File: src/hdl/clr_ram.sv
// Generic single-port-write, single-port-read RAM with registered read.
// No dependencies.
`default_nettype none
module clr_ram #(
  parameter int WIDTH = 8,
  parameter int DEPTH = 16,
  localparam int AW = (DEPTH > 1) ? $clog2(DEPTH) : 1
) (
  input  wire logic             clk_i,
  input  wire logic             we_i,
  input  wire logic [AW-1:0]    waddr_i,
  input  wire logic [WIDTH-1:0] wdata_i,
  input  wire logic             re_i,
  input  wire logic [AW-1:0]    raddr_i,
  output logic      [WIDTH-1:0] rdata_o
);

  logic [WIDTH-1:0] mem [DEPTH];

  always_ff @(posedge clk_i) begin
    if (we_i) begin
      mem[waddr_i] <= wdata_i;
    end
    if (re_i) begin
      rdata_o <= mem[raddr_i];
    end
  end

endmodule
`default_nettype wire

File: config.mk
export PLATFORM = sky130hd
export DESIGN_NAME = clr_ram
export DESIGN_NICKNAME = d
export VERILOG_FILES = /design/src/hdl/clr_ram.sv
export SDC_FILE = /design/constraint.sdc
export NUM_CORES = 1
export LEC_CHECK = 0
export ABC_AREA = 1
export BUFFER_PORTS_ARGS = -buffer_cell sky130_fd_sc_hd__buf_2
export CORE_MARGIN = 2
export CORE_UTILIZATION = 25
export DETAILED_ROUTE_END_ITERATION = 10
export PLACE_DENSITY = 0.45
export SLEW_MARGIN = 20
export SYNTH_ARGS = -nofsm -noshare
export SYNTH_HDL_FRONTEND = slang
export SYNTH_SLANG_ARGS = --single-unit
File: constraint.sdc
create_clock -name clk_i -period 3.1 [get_ports clk_i]
set_input_delay 0.465 -clock clk_i [delete_from_list [all_inputs] [get_ports clk_i]]
set_output_delay 0.465 -clock clk_i [all_outputs]
set_load 0.05 [all_outputs]
* Word-level counts from Yosys, hierarchy flattened
Memories as Yosys holds them, arrays and structs flattened. A register that Yosys moved wholly into a read port is not among the register bits.
Cells that the tools add are included.
** Operators by class
- Muxes and demuxes :: 2
** Operators with widths (count)
- $mux 1 :: 2
** Word-level totals
- Memory bits (writable) :: 128
- Register bits after elaboration :: 0
- Memories :: 1
- Bits of input ports :: 19
** Memories
- mem :: depth 16, bits a word 8, read ports 1, clocked after Yosys merged registers in 1, wr ports 1, RTL line 18 : logic [WIDTH-1:0] mem [DEPTH];

* Longest topological paths before layout
Gate-level depths: netlist of the first run.
- Word-level depth :: 2
- Mapped depth :: 8
- Mapped depth without buffers :: 7

* Worst setup path before layout of the first run
Ideal clock, no wire load.
- Kind :: input to register
- Start point :: input port waddr_i[2]
- End point :: memory mem[10][0], enable pin
- Arrival time :: 1.046 ns
- Setup time :: 0.370 ns
- Stages :: 2
- Slack :: 1.684 ns
- Cells stage by stage :: nand3b_1 -> nor2_1
** RTL lines
- start, declared :: RTL line 11 : input wire logic [AW-1:0] waddr_i,
- end, declared :: RTL line 18
Straight into the memory's write port.

==> results.yml, run 1 <==
status:
  status: "completed"
critical_path:
  setup.worst_path.class: "primary input to register"
  critPathLaunchType: "primary input"
  crit_path_arrival_time_ps: 2020
  cp_max_fo: 33
  end_kind: "register"
  required_time_of_the_critical_path_ps: 3270
synthesis:
  ys_top_cells_by_area: "sky130_fd_sc_hd__edfxtp_1 70%, sky130_fd_sc_hd__nand2_1 11%, sky130_fd_sc_hd__nand3_1 8.3%"
  postSynthAreaPerCell_um2: 10.6
  mappedNetlistArea_um2: 5850
  synth_area_leader_cell: "sky130_fd_sc_hd__edfxtp_1"
  ys_seq_elements: 136
  yosys.area.top_type_share: 0.698
  number_of_synthesis_warnings: 0
  synth-seq-area-share: 0.698
  netlist-cell-type-count: 11
  synth_fp_nets: 570
  syn-instance-count: 551
clock_tree:
  clock-sinks: 136
  cts_post_setup_buffers_inserted: 0
  post_cts_resized: 0
  clk_latency_ps: 420
  clockRootBuffer: "sky130_fd_sc_hd__clkbuf_16"
  tritoncts: "yes"
  ctsHoldBuffers: 0
  worst_setup_hold_path_clk_slew_ps: 60
  ctsHtreeMaxLevel: 4
  maximum_count_of_clock_buffers_along_a_single_path: 2
  cts_buffers: 17
routing:
  drt-pass1-iter-count: 4
  detail-route-antenna-nets: 0
  routed-via-count: 3757
  via_per_inst: 4.17
  routed_wire_length_per_instance_um: 16.4
  initialDrtViolationCount: 385
  detail_route.wirelength_um: 14800
  drc_errors: 0
placed_design:
  dp.final_hpwl_um: 9360
  gpl.final_weighted_congestion: 0.804
  postPlaceCellArea_um2: 6240
  post_place_worst_slack_ps: 828
  io_buffer_count: 26
layout:
  layout.cell_area.non_filler_um2: 6850
  synthToLayoutAreaGrowth_pct: 17.1
  layout.nets: 594
  final_layout_size_suffix_gt1_frac: 0.104
  num_antenna_cells: 0
floorplanning:
  die-height_um: 157
  floorplan.initialDensity: 0.257
  placement_rows: 55
  die-area_um2: 24600
  placeableCoreArea_um2: 22800
  design.portCount: 27
  die-width_um: 157
global_routing:
  pin_count_of_the_biggest_net_entering_global_routing: 65
  grt_antenna_before_repair: 0
  gr-usage-all-layers: 0.129
  via_count_of_the_first_global_routing_pass: 3528
  grt_pass1_wl_um: 22700
  global_route.overflow_total: 0
timing:
  fin_ws_ps: 1250
  unrepaired_setup_endpoints_after_global_routing: "false"
  timing.final.hold_violations: 0
  report.final.slew_viol_count: 0
  layout_worst_path_cycle_share: 0.596
  maxClockFrequency_mhz: 541
  timing_worst_slew_pin_value_ps: 1020
  setup_viol_count_final: 0
  timing.slew.headroom: 0.315
  min_period_ps: 1850
  finalClockSkew_ps: 6.72
  final.hold.worst_slack_ps: 427
  setup_tns_ps: 0
run:
  max_cap_viol: 0
worst_hold_path:
  hold_path.class: "primary input to register"
power:
  overall_power_of_the_completed_layout_mw: 4.43
  static-leakage-power_nw: 2.84
  power_density_nw_per_um2: 647
  ir_worst_vdd_uv: 386
==> cell usage in the layout (no fill, tap or decap) <==
cell                         Yosys  final
sky130_fd_sc_hd__clkbuf_16       0     17
sky130_fd_sc_hd__nor2_1         17     16
sky130_fd_sc_hd__nand3b_1        2      2
sky130_fd_sc_hd__clkinv_4        0      2
sky130_fd_sc_hd__clkinvlp_4      0      2
sky130_fd_sc_hd__edfxtp_1      136    136
sky130_fd_sc_hd__inv_2           2      2
sky130_fd_sc_hd__clkinv_1        0      3
sky130_fd_sc_hd__nor2_2          0      1
sky130_fd_sc_hd__inv_1         100    100
sky130_fd_sc_hd__buf_2          13     26
sky130_fd_sc_hd__nand3_1        97     97
sky130_fd_sc_hd__buf_12          0      1
sky130_fd_sc_hd__bufinv_16       0      4
sky130_fd_sc_hd__clkinv_2        0      4
sky130_fd_sc_hd__buf_4           4      2
sky130_fd_sc_hd__nand2_1       173    173
==> power breakdown <==
part | internal (mW) | total [mW] | switching [mW]
Clock | 1.33 | 2.07 | 0.739
Combinational | 0.0652 | 0.277 | 0.211
Sequential | 2.07 | 2.09 | 0.0131
==> worst max-delay path: stages <==
cell	delay [ps]
sky130_fd_sc_hd__buf_2	510
sky130_fd_sc_hd__inv_2	460
sky130_fd_sc_hd__nand3_1	220
sky130_fd_sc_hd__nand3_1	100
sky130_fd_sc_hd__nand3_1	150
sky130_fd_sc_hd__nand2_1	70
==> layout make-up <==
type,count,area [µm²]
clock buffer,17,425
clock inverter,15,184
fill,2352,15900
inverter,102,383
multi-input combinational,289,1220
sequential,136,4080
tap,313,392
timing repair buffer,29,165
==> sequential cells by signal, summed over array words and instances, names as in the netlist <==
signal	cells
rdata_o	8
mem	128
==> layer usage <==
metal  wire length [µm]  GRT usage  up-vias  share of wire
met2               6610      0.190      111           0.45
met1               7250      0.186     1805           0.49
met5                  0          0        -              0
met3                790     0.0344       10          0.053
met4                121     0.0363        0         0.0082
li1                   -          -     1831              -
==> cell families after synthesis <==
| logic type | Yosys count | share of synthesized area |
|---|---|---|
| and+or+nand+nor | 289 | 0.208 |
| DFF | 136 | 0.698 |
| buffers and inverters | 126 | 0.0939 |
==> Yosys cell counts (all sizes together) <==
cell    number
buf         24
edfxtp     136
inv        102
nand2      173
nand3       97
nand3b       2
nor2        17
==> path summary, 6_finish.rpt <==
path	from	endpoint	slack (ps)	cells past startpoint
worst min register to register	mem[2][5]	rdata_o[5]	770	6
worst max register to register	mem[11][4]	rdata_o[4]	1900	6
worst min-delay path	re_i	rdata_o[0]	430	1
worst max-delay path	raddr_i[1]	rdata_o[6]	1250	6
==> stage by stage <==
stage / util / std cells
2_1_floorplan: - / 551
3_3_place_gp: 0.274 / 869
3_5_place_dp: 0.274 / 869
4_1_cts: 0.301 / 901
5_1_grt: 0.301 / 901
6_report: 0.301 / 901
No activity file was read; power rests on OpenSTA's default activity.
==> inputs of run 2 (changes only) <==
--- a/config.mk
+++ b/config.mk
@@ -10,7 +10,7 @@
 export CORE_MARGIN = 2
 export CORE_UTILIZATION = 25
 export DETAILED_ROUTE_END_ITERATION = 10
-export PLACE_DENSITY = 0.45
+export PLACE_DENSITY = 0.47
 export SLEW_MARGIN = 20
 export SYNTH_ARGS = -nofsm -noshare
 export SYNTH_HDL_FRONTEND = slang
==> constraint.sdc (replaced) <==
create_clock -name clk_i -period 1.5 [get_ports clk_i]
set_input_delay 0.225 -clock clk_i [delete_from_list [all_inputs] [get_ports clk_i]]
set_output_delay 0.225 -clock clk_i [all_outputs]
set_load 0.05 [all_outputs]
==> results.yml, run 2 (synthesis gave the netlist of run 1 again) <==
global_routing:
  global_route.overflow_total: 0
  pin_count_of_the_biggest_net_entering_global_routing: 33
  grt_antenna_before_repair: 0
  gr-usage-all-layers: 0.130
  via_count_of_the_first_global_routing_pass: 3767
  grt_pass1_wl_um: 23100
layout:
  final_layout_size_suffix_gt1_frac: 0.131
  num_antenna_cells: 0
  layout.cells.most_common: "sky130_fd_sc_hd__nand2_1"
  layout.nets: 617
  reg_top3: "mem: 128 flops, rdata_o: 8 flops"
  commonest_cells_after_routing_fill_and_taps_aside: "173 x sky130_fd_sc_hd__nand2_1, 136 x sky130_fd_sc_hd__edfxtp_1, 100 x sky130_fd_sc_hd__inv_1"
  post-route-util: 0.309
  largest_reg_flops: 128
  finish.cell_count_without_fillers: 924
  biggest_register: "mem"
  synthToLayoutAreaGrowth_pct: 20.2
critical_path:
  critical_r2r_launch: "mem[9][4]"
  end_kind: "output pin"
  worst_setup_path_endpoint: "rdata_o[6]"
  max_stage_delay_ps: 410
  crit_path_arrival_time_ps: 1140
  path_delay_family: "flip-flops"
  crit_path_cell_trace: "buf_2"
  cp_max_fo: 1
  path_buf_inv: 1
  r2r_cells: 6
  crit_slowest_cell: "sky130_fd_sc_hd__edfxtp_1"
  reg2reg_to: "rdata_o[4]"
  setup.worst_path.class: "register to output pin"
  critPathLaunchType: "register"
  register_to_register_setup_slack_ps: 400
  required_time_of_the_critical_path_ps: 1270
  cp_num_cells: 1
  startpoint_of_the_most_critical_setup_path: "rdata_o[6]"
floorplanning:
  die-area_um2: 24600
  floorplan.initialDensity: 0.257
  design.portCount: 27
  placement_rows: 55
  die-height_um: 157
  placeableCoreArea_um2: 22800
  die-width_um: 157
clock_tree:
  worst_setup_hold_path_clk_slew_ps: 50
  cts_post_setup_buffers_inserted: 0
  post_cts_resized: 0
  maximum_count_of_clock_buffers_along_a_single_path: 2
  tritoncts: "yes"
  ctsHtreeMaxLevel: 4
  ctsHoldBuffers: 0
  clk_latency_ps: 420
  cts_buffers: 17
  clock-sinks: 136
  clockRootBuffer: "sky130_fd_sc_hd__clkbuf_16"
timing:
  setup_tns_ps: 0
  layout_worst_path_cycle_share: 0.912
  maxClockFrequency_mhz: 731
  unrepaired_setup_endpoints_after_global_routing: "false"
  timing.final.hold_violations: 0
  min_period_ps: 1370
  finalClockSkew_ps: 10.2
  fin_ws_ps: 132
  timing_worst_slew_pin_value_ps: 639
  setup_viol_count_final: 0
  report.final.slew_viol_count: 0
  timing.slew.headroom: 0.574
placed_design:
  io_buffer_count: 26
  dp.final_hpwl_um: 9490
  placedCellCount: 892
  gpl.final_weighted_congestion: 0.792
  post_place_worst_slack_ps: 12.0
run:
  max_cap_viol: 0
routing:
  initialDrtViolationCount: 293
  routed_wire_length_per_instance_um: 16.1
  drt-pass1-iter-count: 4
  via_per_inst: 4.13
  detail-route-antenna-nets: 0
  routed-via-count: 3813
  detail_route.wirelength_um: 14900
  drc_errors: 0
status:
  status: "completed"
power:
  static-leakage-power_nw: 2.97
  overall_power_of_the_completed_layout_mw: 8.96
  ir_worst_vdd_uv: 741
  power_density_nw_per_um2: 1280
worst_hold_path:
  hold_path.class: "primary input to register"
## run 2: cell types whose count changed in the layout (fill, tap and decap cells not counted), moves of 2 or more
cell	previous run	this run
sky130_fd_sc_hd__clkbuf_1	0	2
sky130_fd_sc_hd__buf_4	2	21
sky130_fd_sc_hd__clkinv_2	4	6
sky130_fd_sc_hd__buf_12	1	5
sky130_fd_sc_hd__clkinvlp_4	2	0
sky130_fd_sc_hd__clkinv_4	2	0
## run 2: layer usage
layer,share of wire,GRT usage
met3,0.044,0.0273
met4,0.015,0.0511
met5,0,0
met2,0.45,0.194
met1,0.49,0.184
## run 2: per-stage QoR
step / cell area (µm²) / hold WS [ps]
global route: 7030 / 191
finish: 7030 / 183
global placement: 6460 / 627
CTS: 7030 / 186
floorplan: 5850 / 324
detailed placement: 6460 / 622
## run 2: worst min-delay path by stage
stage / from / slack (ps) / endpoint / cells past startpoint
floorplan: wdata_i[0] / 320 / mem[0][0] / 0
global placement: re_i / 630 / rdata_o[2] / 1
detailed placement: re_i / 620 / rdata_o[2] / 1
CTS: re_i / 190 / rdata_o[2] / 1
global route: re_i / 190 / rdata_o[2] / 1
finish: re_i / 180 / rdata_o[2] / 1
## run 2: where the power goes
group          internal, mW  switching, mW
Sequential             4.28         0.0295
Combinational         0.171          0.439
Clock                  2.56           1.47
## run 2: final cells by class
class | instances | area, µm²
Clock buffer | 19 | 433
Clock inverter | 13 | 135
Fill cell | 2315 | 15800
Inverter | 102 | 383
Multi-Input combinational cell | 289 | 1210
Sequential cell | 136 | 4080
Tap cell | 313 | 392
Timing Repair Buffer | 52 | 388
